==> config.mk <==
export PLATFORM = sky130hd
export DESIGN_NAME = yuv_to_rgb565_converter_unit
export DESIGN_NICKNAME = d
export VERILOG_FILES = /design/src/rtl/yrc_pkg.sv /design/src/rtl/yuv_to_rgb565_converter_unit.sv /design/src/rtl/yrc_lane.sv /design/src/rtl/yrc_merge.sv
export VERILOG_INCLUDE_DIRS = /design/src /design/src/rtl
export SDC_FILE = /design/constraint.sdc
export NUM_CORES = 1
export LEC_CHECK = 0
export BUFFER_PORTS_ARGS = -buffer_cell sky130_fd_sc_hd__buf_4
export CAP_MARGIN = 20
export CORE_AREA = 5 5 217 114
export CTS_CLUSTER_DIAMETER = 100
export DETAILED_ROUTE_END_ITERATION = 8
export DIE_AREA = 0 0 222 119
export PLACE_DENSITY = 0.69
export SYNTH_ARGS = -nofsm -noshare
export SYNTH_HDL_FRONTEND = slang
export SYNTH_SLANG_ARGS = --single-unit
==> constraint.sdc <==
create_clock -name clk -period 8.1 [get_ports clk]
set_input_delay 0.81 -clock clk [delete_from_list [all_inputs] [get_ports clk]]
set_output_delay 0.81 -clock clk [all_outputs]
set_load 0.01 [all_outputs]
==> src/rtl/yuv_to_rgb565_converter_unit_macros.svh <==
// Assertion macros used by the merge module.
// Each macro expects clk and rst_n in the scope where it is used.
`ifndef YUV_TO_RGB565_CONVERTER_UNIT_MACROS_SVH
`define YUV_TO_RGB565_CONVERTER_UNIT_MACROS_SVH

// The consequent must hold in the same cycle as the antecedent.
`define YRC_ASSERT_NOW(lbl, ante, cons, msg) \
    lbl: assert property (@(posedge clk) disable iff (!rst_n) (ante) |-> (cons)) \
        else $error(msg);

// The consequent must hold in the cycle after the antecedent.
`define YRC_ASSERT_NEXT(lbl, ante, cons, msg) \
    lbl: assert property (@(posedge clk) disable iff (!rst_n) (ante) |=> (cons)) \
        else $error(msg);

`endif

==> src/rtl/yrc_pkg.sv <==
package yrc_pkg;

    // Input layouts selected by the layout register.
    localparam logic FMT_UYVY  = 1'b0;
    localparam logic FMT_YUV32 = 1'b1;

    // Register index decoded from the APB word address.
    localparam logic REG_LAYOUT = 1'b0;

    localparam int unsigned PADDR_W = 3;
    localparam int unsigned PDATA_W = 32;
    localparam int unsigned PIX_W   = 16;
    localparam int unsigned SUM_W   = 11;

    typedef logic [PIX_W-1:0] pixel_t;
    typedef logic signed [SUM_W-1:0] sum_t;

    // Status of the lane stage, handed to the merge stage.
    typedef struct packed {
        logic valid;
        logic fmt;
    } yrc_stage_t;

    // Saturate a signed channel sum to 0..255.
    function automatic logic [7:0] sat8(input sum_t x);
        logic [7:0] res;
        if (x < 0)
        begin
            res = 8'd0;
        end
        else if (x > sum_t'(255))
        begin
            res = 8'd255;
        end
        else
        begin
            res = x[7:0];
        end
        return res;
    endfunction

    function automatic pixel_t pack565(input logic [7:0] r, input logic [7:0] g,
                                       input logic [7:0] b);
        return {r[7:3], g[7:2], b[7:3]};
    endfunction

endpackage

==> src/rtl/yuv_to_rgb565_converter_unit.sv <==
// Channel  | Handshake                 | Payload
// word     | word_valid / word_ready   | byte0, byte1, byte2, byte3
// pixel    | pixel_valid / pixel_ready | pixel_first, pixel_second, second_valid
// config   | APB, pready tied high     | paddr[2] picks the register, pwdata[0]
//
// One word can be taken every clock while the pixel side does not stall.
// The two converter lanes are registered, then the merge stage holds the output word.
// A stall on the pixel side holds both stages; word_ready drops only when both stages
// are full and pixel_ready is low.
// Reset clears the stage valid bits and sets the input layout to UYVY.
module yuv_to_rgb565_converter_unit
    import yrc_pkg::*;
(
    input  logic               clk,
    input  logic               rst_n,
    input  logic               psel,
    input  logic               penable,
    input  logic               pwrite,
    input  logic [PADDR_W-1:0] paddr,
    input  logic [PDATA_W-1:0] pwdata,
    output logic [PDATA_W-1:0] prdata,
    output logic               pready,
    input  logic               word_valid,
    output logic               word_ready,
    input  logic [7:0]         byte0,
    input  logic [7:0]         byte1,
    input  logic [7:0]         byte2,
    input  logic [7:0]         byte3,
    output logic               pixel_valid,
    input  logic               pixel_ready,
    output pixel_t             pixel_first,
    output pixel_t             pixel_second,
    output logic               second_valid
);

    logic       fmt_reg;
    logic       fmt_next;
    logic       s1_valid_reg;
    logic       s1_valid_next;
    logic       s1_fmt_reg;
    logic       reg_sel;
    logic       advance;
    logic       accept;
    logic [7:0] y_a;
    logic [7:0] y_b;
    logic [7:0] u_in;
    logic [7:0] v_in;
    pixel_t     pixel_a;
    pixel_t     pixel_b;
    yrc_stage_t stage;

    assign pready  = 1'b1;
    assign reg_sel = paddr[PADDR_W-1];
    assign prdata  = (reg_sel == REG_LAYOUT) ? {{(PDATA_W-1){1'b0}}, fmt_reg} : '0;

    assign fmt_next = (psel && penable && pwrite && (reg_sel == REG_LAYOUT))
                      ? pwdata[0] : fmt_reg;

    assign word_ready    = !s1_valid_reg || advance;
    assign accept        = word_valid && word_ready;
    assign s1_valid_next = word_ready ? word_valid : s1_valid_reg;

    always_ff @(posedge clk or negedge rst_n)
    begin
        if (!rst_n)
        begin
            fmt_reg      <= FMT_UYVY;
            s1_valid_reg <= 1'b0;
        end
        else
        begin
            fmt_reg      <= fmt_next;
            s1_valid_reg <= s1_valid_next;
        end
    end

    always_ff @(posedge clk)
    begin
        if (accept)
        begin
            s1_fmt_reg <= fmt_reg;
        end
    end

    // Byte roles depend on the layout; lane B only matters in UYVY.
    always_comb
    begin
        unique case (fmt_reg)
            FMT_UYVY:
            begin
                u_in = byte0;
                y_a  = byte1;
                v_in = byte2;
                y_b  = byte3;
            end
            default:
            begin
                v_in = byte0;
                u_in = byte1;
                y_a  = byte2;
                y_b  = byte3;
            end
        endcase
    end

    yrc_lane u_lane_a (
        .clk   (clk),
        .load  (accept),
        .y     (y_a),
        .u     (u_in),
        .v     (v_in),
        .pixel (pixel_a)
    );

    yrc_lane u_lane_b (
        .clk   (clk),
        .load  (accept),
        .y     (y_b),
        .u     (u_in),
        .v     (v_in),
        .pixel (pixel_b)
    );

    assign stage.valid = s1_valid_reg;
    assign stage.fmt   = s1_fmt_reg;

    yrc_merge u_merge (
        .clk          (clk),
        .rst_n        (rst_n),
        .stage        (stage),
        .pixel_a      (pixel_a),
        .pixel_b      (pixel_b),
        .ready        (pixel_ready),
        .advance      (advance),
        .valid        (pixel_valid),
        .pixel_first  (pixel_first),
        .pixel_second (pixel_second),
        .second_valid (second_valid)
    );

endmodule

==> src/rtl/yrc_lane.sv <==
module yrc_lane
    import yrc_pkg::*;
(
    input  logic       clk,
    input  logic       load,
    input  logic [7:0] y,
    input  logic [7:0] u,
    input  logic [7:0] v,
    output pixel_t     pixel
);

    logic signed [7:0] uc;
    logic signed [7:0] vc;
    sum_t ys;
    sum_t us;
    sum_t vs;
    sum_t r_sum;
    sum_t g_sum;
    sum_t b_sum;
    pixel_t pixel_reg;
    pixel_t pixel_next;

    // Subtracting 128 from an unsigned byte is an inversion of its top bit.
    assign uc = {~u[7], u[6:0]};
    assign vc = {~v[7], v[6:0]};
    assign ys = sum_t'({3'b000, y});
    assign us = sum_t'(uc);
    assign vs = sum_t'(vc);

    // Arithmetic shifts of the signed chroma round toward minus infinity.
    always_comb
    begin
        r_sum = ys + vs + (vs >>> 2) + (vs >>> 3) + (vs >>> 5);
        g_sum = ys - ((us >>> 2) + (us >>> 4) + (us >>> 5))
                   - ((vs >>> 1) + (vs >>> 3) + (vs >>> 4) + (vs >>> 5));
        b_sum = ys + us + (us >>> 1) + (us >>> 2) + (us >>> 6);
        pixel_next = pack565(sat8(r_sum), sat8(g_sum), sat8(b_sum));
    end

    always_ff @(posedge clk)
    begin
        if (load)
        begin
            pixel_reg <= pixel_next;
        end
    end

    assign pixel = pixel_reg;

endmodule

==> src/rtl/yrc_merge.sv <==
module yrc_merge
    import yrc_pkg::*;
(
    input  logic       clk,
    input  logic       rst_n,
    input  yrc_stage_t stage,
    input  pixel_t     pixel_a,
    input  pixel_t     pixel_b,
    input  logic       ready,
    output logic       advance,
    output logic       valid,
    output pixel_t     pixel_first,
    output pixel_t     pixel_second,
    output logic       second_valid
);

`include "yuv_to_rgb565_converter_unit_macros.svh"

    logic   valid_reg;
    logic   valid_next;
    pixel_t first_reg;
    pixel_t second_reg;
    logic   second_valid_reg;

    // The output register may take a new word when it is empty or being drained.
    assign advance    = !valid_reg || ready;
    assign valid_next = advance ? stage.valid : valid_reg;

    always_ff @(posedge clk or negedge rst_n)
    begin
        if (!rst_n)
        begin
            valid_reg <= 1'b0;
        end
        else
        begin
            valid_reg <= valid_next;
        end
    end

    always_ff @(posedge clk)
    begin
        if (advance && stage.valid)
        begin
            first_reg        <= pixel_a;
            second_reg       <= (stage.fmt == FMT_UYVY) ? pixel_b : '0;
            second_valid_reg <= (stage.fmt == FMT_UYVY);
        end
    end

    assign valid        = valid_reg;
    assign pixel_first  = first_reg;
    assign pixel_second = second_reg;
    assign second_valid = second_valid_reg;

    `YRC_ASSERT_NOW(a_second_zero, valid_reg && !second_valid_reg, second_reg == '0, "second pixel not cleared in one-pixel mode")
    `YRC_ASSERT_NEXT(a_load_shows, advance && stage.valid, valid_reg, "loaded word not presented")
    `YRC_ASSERT_NEXT(a_stall_keeps, valid_reg && !ready, valid_reg && $stable(first_reg), "stalled word lost")

endmodule
After elaboration in Yosys (flattened, before gate mapping)
Index checks and enable logic that the tools add are counted.
- flip-flop bits (word level): 69
- bits in latches: 0
- memory bits (writable): 0
- memory bits (read-only): 0
- bits of input ports: 74
- logic and storage cells: 73
- memories: 0
- $add $sub $neg: 25
- multiply operators: 0
- divide/modulo/power cells: 0
- magnitude comparators: 12
- equal/unequal tests: 0
- shift-type cells: 0
- multiplexer cells: 10
- bitwise operators: 4
- reductions and logical operators: 9
- operators by type and width (operator ; count):
    $mux 8 ; 9
    $gt 11x9->1 const B ; 6
    $lt 11x1->1 const B ; 6
    $add 9x8->10 ; 4
    $add 11x3->11 ; 3
    $add 10x6->11 ; 2
    $add 10x7->11 ; 2
    $add 11x2->11 ; 2
    $add 11x5->11 ; 2
    $add 11x6->11 ; 2
    $sub 11x11->11 ; 2
    $sub 9x11->11 ; 2
    $add 8x4->9 ; 1
    $add 7x3->8 ; 1
    $add 7x5->8 ; 1
    $add 6x4->7 ; 1
    $logic_and 1x1->1 ; 5
    $not 1->1 ; 4
    $logic_not 1->1 ; 2
    $logic_or 1x1->1 ; 2
    $mux 1 ; 1

Depth between registers and ports, before layout
Gate-level depths: netlist of run 1.
- depth after elaboration: 8
- gate-level depth with buffers: 24
- gate-level depth less buffers: 23

Modules after synthesis
A second synthesis of run 1 with hierarchy kept.
- cell total of the unflattened synthesis: 851
- area, all modules: 9250.1 um2
- modules (own cells, without submodules) (module ; instances ; cells each ; area an instance (um2)):
    yrc_lane (u_lane_a) ; 1 ; 372 ; 3686.0
    yrc_lane (u_lane_b) ; 1 ; 354 ; 3632.2
    yrc_merge ; 1 ; 55 ; 1174.9
    yuv_to_rgb565_converter_unit ; 1 ; 70 ; 757.0

Worst setup path after synthesis of run 1
Ideal clock, no wire load.
- path kind: register -> register
- start: reg fmt_reg
- end: reg u_lane_b.pixel_reg[10] (netlist: u_lane_b.pixel[10]) (data pin)
- arrival time: 6.384 ns
- data required time: 7.841 ns
- slack: 1.457 ns
- cell stages (with the launch flop): 24
- buffers on the path: 2
- path through: dfrtp_1 buf_4 buf_1 mux2i_1 inv_1 fa_1 fa_1 nand2_1 nand2b_1 a21oi_1 xnor2_1 ha_1 or2_2 o21a_1 xor2_1 inv_1 fa_1 ha_1 o21a_1 o21ai_0 nor2_1 o41ai_2 xnor3_1 o31a_1
- word-level cells in the longest chain between the ends: 8
- RTL lines (item ; line ; source):
    start: declaration ; yuv_to_rgb565_converter_unit.sv:36 ; logic fmt_reg;
    start signal: assignment ; yuv_to_rgb565_converter_unit.sv:72 ; fmt_reg <= fmt_next;
    $mux 8 ; yuv_to_rgb565_converter_unit.sv:88 ; unique case (fmt_reg)
    $not 1->1 (on tied branches) ; yrc_lane.sv:25, yrc_lane.sv:24 ;
    $add 7x5->8 or $add 6x4->7 (tied branches) ; yrc_lane.sv:35, yrc_lane.sv:34 ;
    $add 8x4->9 or $add 7x3->8 (tied branches) ; yrc_lane.sv:35, yrc_lane.sv:34 ;
    $add 11x3->11 or $sub 9x11->11 (tied branches) ; yrc_lane.sv:35, yrc_lane.sv:34 ;
    $sub 11x11->11 (*) ; yrc_lane.sv:35 ; - ((vs >>> 1) + (vs >>> 3) + (vs >>> 4) + (vs >>> 5));
    $gt 11x9->1 ; yrc_pkg.sv:31 ; else if (x > sum_t'(255))
    $mux 8 ; yrc_pkg.sv:31 ;
    end signal: assignment ; yrc_lane.sv:44 ; pixel_reg <= pixel_next;
    end: declaration ; yrc_lane.sv:20 ; pixel_t pixel_reg;
Every way passes the cells marked *; elsewhere a longest branch is shown, timed or not.
A chain may end at the register's enable or synchronous reset.

Worst setup path in the final report of run 1
- start: reg fmt_reg
- end: reg u_lane_b.pixel_reg[5] (netlist: u_lane_b.pixel[5]) (data pin)
The elaborated chain is that of the path after synthesis.

==> results of run 1 <==
==> critical path, cell delays in order (launching register included) <==
cell	delay, ps
dfrtp_1	340
buf_4	270
mux2i_1	520
inv_1	280
fa_1	500
ha_1	240
fa_1	450
ha_1	330
a21oi_1	240
nor2b_1	70
o21ai_0	380
nor2b_1	280
xor2_1	360
fa_1	490
ha_1	370
o21a_1	200
o21ai_0	250
nor2_1	140
o41ai_2	230
xnor3_1	580
o21a_1	170
==> metal layers <==
layer	up-vias	track usage, %	part of all wire [%]
met4	0	3.54	0.86
met1	3030	24.4	51
met3	13	5.83	8.1
li1	3157	-	-
met5	-	0	0
met2	164	22.7	40
==> final timing paths <==
| check | to | slack (ps) | cells after the start | from |
|---|---|---|---|---|
| worst max-delay path | u_lane_b.pixel[5]$_SDFFCE_PN0P_ | 1120 | 20 | fmt_reg$_DFFE_PN0P_ |
| worst min register to register | u_merge.pixel_first[1]$_DFFE_PP_ | 420 | 0 | u_lane_a.pixel[1]$_SDFFCE_PN0P_ |
| min in group clk | u_merge.pixel_first[1]$_DFFE_PP_ | 420 | 0 | u_lane_a.pixel[1]$_SDFFCE_PN0P_ |
| max in group asynchronous | fmt_reg$_DFFE_PN0P_ | 7770 | 1 | rst_n |
| worst max register to register | u_lane_b.pixel[5]$_SDFFCE_PN0P_ | 1120 | 20 | fmt_reg$_DFFE_PN0P_ |
| worst min-delay path | u_merge.valid$_DFFE_PN0P_ | 240 | 1 | rst_n |
==> stage by stage <==
stage | cell area (µm²) | utilization, % | setup slack [ps]
finish | 10100 | 44.8 | 1120
global route | 10100 | 44.8 | 712
CTS | 10000 | 44.8 | 1200
detailed placement | 9750 | 43.4 | 965
global placement | 9750 | 43.4 | 1150
floorplan | 8980 | - | 1460
==> layout make-up <==
cell class | instances | area [µm²]
inverter | 113 | 424
clock buffer | 9 | 225
fill | 2151 | 12400
multi-input combinational | 661 | 6230
sequential | 69 | 2060
clock inverter | 7 | 73.8
timing repair buffer | 88 | 658
tap | 307 | 384
==> cells in the mapped netlist, types with 12 or more instances <==
library cell	n	share of area (%)
ha_1	119	17
inv_1	112	4.7
fa_1	81	18
edfxtp_1	66	22
nor2_1	45	1.9
buf_4	33	2.8
nor2b_1	32	2.3
o21ai_0	30	1.7
xnor2_1	29	2.9
o21a_1	27	2.3
a21oi_1	26	1.5
nand2_1	20	0.85
a211oi_1	17	1.4
mux2_2	17	2.2
nor3_1	16	0.90
a21o_1	14	1.2
nor4b_1	12	1.2
==> cells by family after synthesis <==
family / count (synthesis) / share of synthesized area, %
simple gates: 177 / 10.9
other cells: 2 / 0.0847
fa+ha+maj: 200 / 35.1
mux: 27 / 3.43
xor+xnor: 40 / 4.36
compound gates: 185 / 15.2
buf+inv: 151 / 7.79
flops: 69 / 23.2
==> impl_metrics.env, run 1 <==
export IMPL_status="completed"
export IMPL_layout_commonest_cell="ha_1"
export IMPL_cts_tree="built"
export IMPL_finalHoldViolCount=0
export IMPL_drt_pre_antenna_iters=5
export IMPL_grt_max_degree=34
export IMPL_dp_hpwl_um=17200
export IMPL_initialDrtViolationCount=339
export IMPL_worst_slew_pin_transition_ps=949
export IMPL_start_util_pct=39.5
export IMPL_post_cts_setup_buffer_count=0
export IMPL_ctsResizeCount=0
export IMPL_ys_flop_type="edfxtp_1"
export IMPL_numCtsBuffers=9
export IMPL_synth_warnings=0
export IMPL_ys_types=65
export IMPL_vias=6364
export IMPL_die_area_mm2=0.0264
export IMPL_routed_via_density=5.07
export IMPL_antenna_left=0
export IMPL_path_class="flip-flop to flip-flop"
export IMPL_crit_fanout=13
export IMPL_die_h_um=119
export IMPL_finalCriticalPeriod_ps=6980
export IMPL_drive_gt1_share_pct=14.5
export IMPL_critPathLaunchType="flip-flop"
export IMPL_antenna_found_initial=0
export IMPL_cp_end_kind="flip-flop"
export IMPL_fin_crit_sh_pct=86.1
export IMPL_synth_avg_cell_area_um2=10.4
export IMPL_synth_edf_count=66
export IMPL_tns_ps=0
export IMPL_max_clock_freq_mhz=143
export IMPL_finalSetupViolCount=0
export IMPL_overflow=0
export IMPL_synthArstFlopShare_pct=4.35
export IMPL_core_mm2=0.0224
export IMPL_ys_seq_area_share_pct=23.2
export IMPL_die_w_um=222
export IMPL_slew_headroom_pct=36.7
export IMPL_row_count=39
export IMPL_totalWireLength_um=20700
export IMPL_area_growth_pct=13.4
export IMPL_hold_class="input port to async pin"
export IMPL_finalClockSkew_ps=9.58
export IMPL_synth_area_mm2=0.00887
export IMPL_cts_sinks=69
export IMPL_drv_cap=0
export IMPL_rsz0062_at_grt="false"
export IMPL_netlist_instances=851
export IMPL_root_buffer="clkbuf_16"
export IMPL_cp_data_arrival_time_ps=7080
export IMPL_yosys_register_bits=69
export IMPL_grt_pass1_vias=6374
export IMPL_grtUsageTotal_pct=16.4
export IMPL_htree_levels=3
export IMPL_wl_per_cell_um=16.5
export IMPL_clkTransAtPathRegs_ps=60
export IMPL_boundaryPins=142
export IMPL_final_cell_mix="119 x ha_1, 112 x inv_1, 87 x buf_4, 81 x fa_1, 66 x edfxtp_1"
export IMPL_num_nets_final=1216
export IMPL_antennaDiodeCount=0
export IMPL_fin_cells=1254
export IMPL_clk_path_buf_depth=2
export IMPL_hold_buffers=0
export IMPL_grt_pass1_wl_um=34300
export IMPL_gp_congestion=0.902
export IMPL_dp_cells=1237
export IMPL_clock_latency_ps=360
export IMPL_whs_ps=236
export IMPL_io_buffers=76
export IMPL_worst_ep_required_time_ps=8200
export IMPL_finalMaxSlewViolations=0
export IMPL_drc=0
Power of run 1 is not shown: default switching activity piles up to over one toggle a cycle in this logic, so the estimate is an artifact.
==> inputs of run 2 (changes only) <==
--- a/config.mk
+++ b/config.mk
@@ -8,11 +8,11 @@
 export LEC_CHECK = 0
 export BUFFER_PORTS_ARGS = -buffer_cell sky130_fd_sc_hd__buf_4
 export CAP_MARGIN = 20
-export CORE_AREA = 5 5 217 114
+export CORE_AREA = 5 5 180 95
 export CTS_CLUSTER_DIAMETER = 100
 export DETAILED_ROUTE_END_ITERATION = 8
-export DIE_AREA = 0 0 222 119
-export PLACE_DENSITY = 0.69
+export DIE_AREA = 0 0 185 100
+export PLACE_DENSITY = 0.92
 export SYNTH_ARGS = -nofsm -noshare
 export SYNTH_HDL_FRONTEND = slang
 export SYNTH_SLANG_ARGS = --single-unit
==> constraint.sdc (replaced) <==
create_clock -name clk -period 6.42 [get_ports clk]
set_input_delay 0.642 -clock clk [delete_from_list [all_inputs] [get_ports clk]]
set_output_delay 0.642 -clock clk [all_outputs]
set_load 0.01 [all_outputs]
==> run 2 against run 1 <==
  * Worst hold slack worse by 160 ps
  * Die area is 30% lower
  * Global-route usage is 7.6 points higher
  * Largest cell class unchanged
  * Critical path depth is 4 higher
  * Sequential share of layout area is 0.089 points lower
  * Non-clock buffer count is 5 higher
  * Cell count is 7.8% lower
  * Setup slack worse by 930 ps
  * Fmax is 12% higher
  * Critical path type unchanged
  * First-iteration DRC count is 80% higher
==> impl_metrics.env, run 2 (synthesis gave the netlist of run 1 again) <==
export IMPL_path_class="flip-flop to flip-flop"
export IMPL_finalClockSkew_ps=8.35
export IMPL_worst_ep_required_time_ps=6590
export IMPL_totalWireLength_um=23200
export IMPL_vias=7214
export IMPL_pre_cts_ws_ps=-132
export IMPL_worst_r2r_path_depth=24
export IMPL_finalMaxSlewViolations=0
export IMPL_post_route_util_pct=66.4
export IMPL_layout_commonest_cell="ha_1"
export IMPL_clk_path_buf_depth=2
export IMPL_dp_hpwl_um=16700
export IMPL_dr_wl_met3_um=2160
export IMPL_hold_buffers=0
export IMPL_grtUsageTotal_pct=23.9
export IMPL_finalCriticalPeriod_ps=6230
export IMPL_antenna_found_initial=0
export IMPL_finalHoldViolCount=0
export IMPL_critPathLaunchType="flip-flop"
export IMPL_root_buffer="clkbuf_16"
export IMPL_drv_cap=0
export IMPL_fin_crit_sh_pct=97.0
export IMPL_drc=0
export IMPL_finalSetupViolCount=0
export IMPL_initialDrtViolationCount=609
export IMPL_critPathLaunch="fmt_reg$_DFFE_PN0P_"
export IMPL_io_buffers=76
export IMPL_routed_via_density=6.24
export IMPL_boundaryPins=142
export IMPL_die_h_um=100
export IMPL_die_w_um=185
export IMPL_worst_slew_pin_transition_ps=993
export IMPL_hold_class="input port to async pin"
export IMPL_r2r_setup_slack_ps=190
export IMPL_routed_top_layer="met4"
export IMPL_start_util_pct=58.3
export IMPL_grt_pass1_wl_um=35500
export IMPL_met2_length_um=11200
export IMPL_cts_sinks=69
export IMPL_clock_latency_ps=350
export IMPL_numCtsBuffers=9
export IMPL_cp_data_arrival_time_ps=6390
export IMPL_slew_headroom_pct=32.9
export IMPL_antenna_left=0
export IMPL_core_mm2=0.0152
export IMPL_drt_pre_antenna_iters=7
export IMPL_drive_gt1_share_pct=16.2
export IMPL_wl_per_cell_um=20.0
export IMPL_antennaDiodeCount=0
export IMPL_row_count=32
export IMPL_final_cell_mix="119 x ha_1, 112 x inv_1, 91 x buf_4, 81 x fa_1, 66 x edfxtp_1"
export IMPL_overflow=0
export IMPL_grt_pass1_vias=7295
export IMPL_r2r_start="fmt_reg$_DFFE_PN0P_"
export IMPL_setup_ws_ps=192
export IMPL_wl_met1_um=8440
export IMPL_die_area_mm2=0.0185
export IMPL_grt_max_degree=34
export IMPL_cp_end_kind="flip-flop"
export IMPL_crit_end="u_lane_a.pixel[7]$_SDFFCE_PN0P_"
export IMPL_crit_fanout=14
export IMPL_cts_tree="built"
export IMPL_max_clock_freq_mhz=161
export IMPL_htree_levels=3
export IMPL_num_nets_final=1221
export IMPL_gp_congestion=0.968
export IMPL_clkTransAtPathRegs_ps=60
export IMPL_status="completed"
export IMPL_r2r_end="u_lane_a.pixel[7]$_SDFFCE_PN0P_"
export IMPL_nFillCells=990
export IMPL_area_growth_pct=14.0
run 2: how the worst min path moves through the flow:
stage,from,end,slack [ps],cells after the start
final,rst_n,fmt_reg$_DFFE_PN0P_,80,1
after global routing,rst_n,s1_valid_reg$_DFFE_PN0N_,70,1
after CTS,rst_n,fmt_reg$_DFFE_PN0P_,80,1
after detailed placement,u_lane_a.pixel[11]$_SDFFCE_PN0P_,u_merge.pixel_first[11]$_DFFE_PP_,400,0
after global placement,u_lane_a.pixel[9]$_SDFFCE_PN0P_,u_merge.pixel_first[9]$_DFFE_PP_,400,0
after floorplan,rst_n,fmt_reg$_DFFE_PN0P_,350,0
run 2: what timing repair did:
item | CTS | global route
buffers inserted | 0 | 1
endpoints found under the hold margin | 0 | 0
resized for setup | 1 | 13
gates cloned | 0 | 1
pin swaps | 0 | 2
endpoints found under the setup margin | 6 | 12
run 2: cell type report:
cell class	count	area, µm²	share of cell area (%)
multi-input combinational	661	6300	62.3
clock buffer	10	229	2.27
sequential	69	2060	20.4
tap	204	255	2.53
inverter	113	424	4.20
clock inverter	6	111	1.10
timing repair buffer	93	728	7.21
run 2: worst max-delay path, stage by stage (launching register included):
cell and delay (ps):
dfrtp_2 420, buf_12 170, mux2i_1 150, buf_4 170, fa_1 510, inv_1 50, ha_1 230, fa_1 420
nand2_1 120, nand2b_1 60, a21oi_1 180, xnor2_1 140, ha_1 290, or2_2 350, o21a_1 160, xor2_2 190
fa_1 530, inv_1 50, ha_1 240, or3_1 430, nand2b_1 180, a2bb2oi_2 160, a31oi_1 240, xor3_2 360
a31oi_2 230
run 2: metal layers:
layer,GRT usage (%),vias to the layer above
met5,0,-
met4,12.0,0
met3,5.07,143
met2,42.8,453
met1,27.4,3453
li1,-,3165
run 2: per-stage QoR:
| step | hold slack (ps) | area, µm² | TNS [ps] | instances |
|---|---|---|---|---|
| after floorplan | 346 | 8980 | 0 | 881 |
| after CTS | 75.5 | 10000 | 0 | 1154 |
| after detailed placement | 405 | 9670 | -753 | 1138 |
| after global routing | 73.4 | 10100 | -7.61 | 1156 |
| after global placement | 403 | 9670 | 0 | 1138 |
| final | 78.7 | 10100 | 0 | 1156 |
Power of run 2 is left out for the same reason.
==> inputs of run 3 (changes only) <==
--- a/config.mk
+++ b/config.mk
@@ -8,11 +8,12 @@
 export LEC_CHECK = 0
 export BUFFER_PORTS_ARGS = -buffer_cell sky130_fd_sc_hd__buf_4
 export CAP_MARGIN = 20
-export CORE_AREA = 5 5 180 95
+export CORE_AREA = 5 5 209 110
 export CTS_CLUSTER_DIAMETER = 100
 export DETAILED_ROUTE_END_ITERATION = 8
-export DIE_AREA = 0 0 185 100
-export PLACE_DENSITY = 0.92
+export DIE_AREA = 0 0 214 115
+export PLACE_DENSITY = 0.75
 export SYNTH_ARGS = -nofsm -noshare
 export SYNTH_HDL_FRONTEND = slang
+export SYNTH_HIERARCHICAL = 1
 export SYNTH_SLANG_ARGS = --single-unit
==> run 3 against run 2 <==
  * Die area increased by 33%
  * Clock skew decreased by 1.9 ps
  * Register-to-register slack improved by 70 ps
  * Worst hold slack got worse by 19 ps
  * Synthesized cell count unchanged
  * Setup slack improved by 68 ps
  * Design area increased by 2.3%
  * Largest cell class unchanged
  * Flip-flop and latch count unchanged
  * Via count decreased by 15%
  * Critical path type unchanged
  * Fmax increased by 1.1%
  * First-iteration DRC count decreased by 43%
  * Count of clock-buffer cells in the layout unchanged
==> impl_metrics.env, run 3 <==
export IMPL_status="completed"
export IMPL_yosys_top_cells_count="190 x inv_1, 120 x fa_1, 110 x ha_1, 66 x edfxtp_1, 36 x o21a_1"
export IMPL_finalMaxSlewViolations=0
export IMPL_grt_max_degree=34
export IMPL_pre_cts_ws_ps=385
export IMPL_nFillCells=1904
export IMPL_antennaDiodeCount=0
export IMPL_vias=6102
export IMPL_setup_ws_ps=260
export IMPL_synth_area_mm2=0.00925
export IMPL_finalHoldViolCount=0
export IMPL_clock_latency_ps=360
export IMPL_htree_levels=3
export IMPL_die_h_um=115
export IMPL_num_nets_final=1239
export IMPL_worst_ep_required_time_ps=6640
export IMPL_ys_flop_type="edfxtp_1"
export IMPL_crit_fanout=13
export IMPL_finalSetupViolCount=0
export IMPL_path_common_cell="fa_1"
export IMPL_synthArstFlopShare_pct=4.35
export IMPL_synth_avg_cell_area_um2=10.9
export IMPL_synth_top_area_share_pct=26.0
export IMPL_cp_data_arrival_time_ps=6380
export IMPL_hold_buffers=0
export IMPL_die_w_um=214
export IMPL_ys_seq_area_share_pct=22.2
export IMPL_wl_per_cell_um=16.7
export IMPL_antenna_left=0
export IMPL_path_class="flip-flop to flip-flop"
export IMPL_top_usage_layer="met1"
export IMPL_r2r_start="fmt_reg$_DFFE_PN0P_"
export IMPL_synth_warnings=6
export IMPL_r2r_end="u_lane_a/pixel[6]$_SDFFCE_PN0P_"
export IMPL_overflow=0
export IMPL_fin_crit_sh_pct=95.9
export IMPL_fin_area_mm2=0.0103
export IMPL_netlist_instances=851
export IMPL_placed_area_mm2=0.0100
export IMPL_boundaryPins=142
export IMPL_numCtsBuffers=9
export IMPL_multi_input_area_mm2=0.00629
export IMPL_yosysTopAreaCell="fa_1"
export IMPL_worst_slew_pin_transition_ps=939
export IMPL_met3_usage_pct=5.87
export IMPL_clkTransAtPathRegs_ps=60
export IMPL_cts_tree="built"
export IMPL_core_mm2=0.0211
export IMPL_worst_r2r_path_depth=15
export IMPL_cp_end_kind="flip-flop"
export IMPL_finalClockSkew_ps=6.43
export IMPL_grt_use_met1_pct=25.9
export IMPL_drt_pre_antenna_iters=4
export IMPL_totalWireLength_um=20300
export IMPL_synth_area_leaders="fa_1 26%, edfxtp_1 21%, ha_1 15%"
export IMPL_initialDrtViolationCount=346
export IMPL_tns_ps=0
export IMPL_use_met2_pct=24.2
export IMPL_gp_congestion=0.880
export IMPL_rsz0062_at_grt="false"
export IMPL_drv_cap=0
export IMPL_start_util_pct=43.9
export IMPL_grt_pass1_wl_um=33100
export IMPL_row_count=38
export IMPL_drive_gt1_share_pct=15.5
export IMPL_routed_via_density=5.00
export IMPL_path_cells="buf_4, mux2_2, fa_1, fa_1, fa_1, inv_1, fa_1, inv_1, ha_1, nor2b_1, o31ai_1, a31oi_1, and3b_1, a2bb2oi_1, o21a_1"
export IMPL_slew_headroom_pct=37.4
export IMPL_synthMostInstantiatedCell="inv_1"
export IMPL_grtUsageTotal_pct=17.3
export IMPL_dp_hpwl_um=16700
export IMPL_finalCriticalPeriod_ps=6160
export IMPL_layout_commonest_cell="inv_1"
export IMPL_cts_sinks=69
export IMPL_root_buffer="clkbuf_16"
export IMPL_final_cell_mix="190 x inv_1, 120 x fa_1, 110 x ha_1, 81 x buf_4, 66 x edfxtp_1"
export IMPL_max_clock_freq_mhz=162
export IMPL_r2r_setup_slack_ps=260
export IMPL_antenna_found_initial=0
export IMPL_post_cts_setup_buffer_count=0
export IMPL_ys_types=70
export IMPL_critPathLaunchType="flip-flop"
export IMPL_regArea_mm2=0.00206
export IMPL_io_buffers=76
export IMPL_grt_pass1_vias=6280
export IMPL_yosys_register_bits=69
export IMPL_critPathMaxStageDelay_ps=870
export IMPL_hold_class="input port to async pin"
export IMPL_synth_edf_count=66
export IMPL_ctsResizeCount=0
export IMPL_crit_slowest_cell="dfrtp_1"
export IMPL_clk_path_buf_depth=2
export IMPL_drc=0
export IMPL_die_area_mm2=0.0246
export IMPL_area_growth_pct=11.7
[run 3: changes by cell type after synthesis, sizes merged, moves of 9 or more]
cell / previous run / this run
nor3: 16 / 4
inv: 112 / 190
nor2b: 32 / 23
mux2i: 10 / 1
ha: 119 / 110
nor4b: 12 / 0
a221oi: 11 / 2
o21a: 27 / 36
fa: 81 / 120
a211oi: 17 / 8
nor2: 45 / 25
o21ai: 30 / 18
[run 3: how the worst max path moves through the flow]
stage                                                   to                start  cells after the start
after floorplan           u_lane_b/pixel[10]$_SDFFCE_PN0P_  fmt_reg$_DFFE_PN0P_                     17
after global placement     u_lane_a/pixel[6]$_SDFFCE_PN0P_  fmt_reg$_DFFE_PN0P_                     15
after detailed placement   u_lane_a/pixel[6]$_SDFFCE_PN0P_  fmt_reg$_DFFE_PN0P_                     15
after CTS                  u_lane_a/pixel[6]$_SDFFCE_PN0P_  fmt_reg$_DFFE_PN0P_                     15
after global routing       u_lane_a/pixel[6]$_SDFFCE_PN0P_  fmt_reg$_DFFE_PN0P_                     15
final                      u_lane_a/pixel[6]$_SDFFCE_PN0P_  fmt_reg$_DFFE_PN0P_                     15
[run 3: cell type report]
cell class	instances	area share [%]
clock buffers	10	2.22
clock inverters	6	0.836
inverters	190	6.90
multi-input cells	584	60.9
flip-flops and latches	69	19.9
well taps	280	3.39
repair buffers	81	5.89
[run 3: metal layers]
layer / part of all wire (%) / up-vias / wire (µm)
li1: - / 2916 / -
met1: 52 / 3006 / 10500
met2: 40 / 160 / 8120
met3: 7.3 / 20 / 1480
met4: 1.0 / 0 / 209
met5: 0 / - / 0
[run 3: per-stage QoR]
| step | hold WS (ps) | cells | util [%] |
|---|---|---|---|
| after floorplan | 346 | 881 | - |
| after global placement | 405 | 1204 | 47.6 |
| after detailed placement | 407 | 1204 | 47.6 |
| after CTS | 36.2 | 1220 | 49.1 |
| after global routing | 38.2 | 1220 | 49.1 |
| final | 60.0 | 1220 | 49.1 |
[run 3: cells by family after synthesis]
| family | share of synthesized area (%) |
|---|---|
| AOI/OAI and AO/OA | 11.8 |
| xor gates and xnor gates | 3.31 |
| DFF | 22.2 |
| buffers and inverters | 11.0 |
| adders and majority gates | 40.8 |
| and+or+nand+nor | 6.78 |
| muxes | 3.88 |
| other | 0.0812 |
[run 3: critical path: cells and delay by family, from the launching register on]
family,cells,cell delay [ps]
AOI/OAI and AO/OA,4,1310
adders and majority gates,5,2440
buffers and inverters,3,420
DFF,1,870
muxes,1,550
and+or+nand+nor,2,400
Power of run 3 is left out for the same reason.
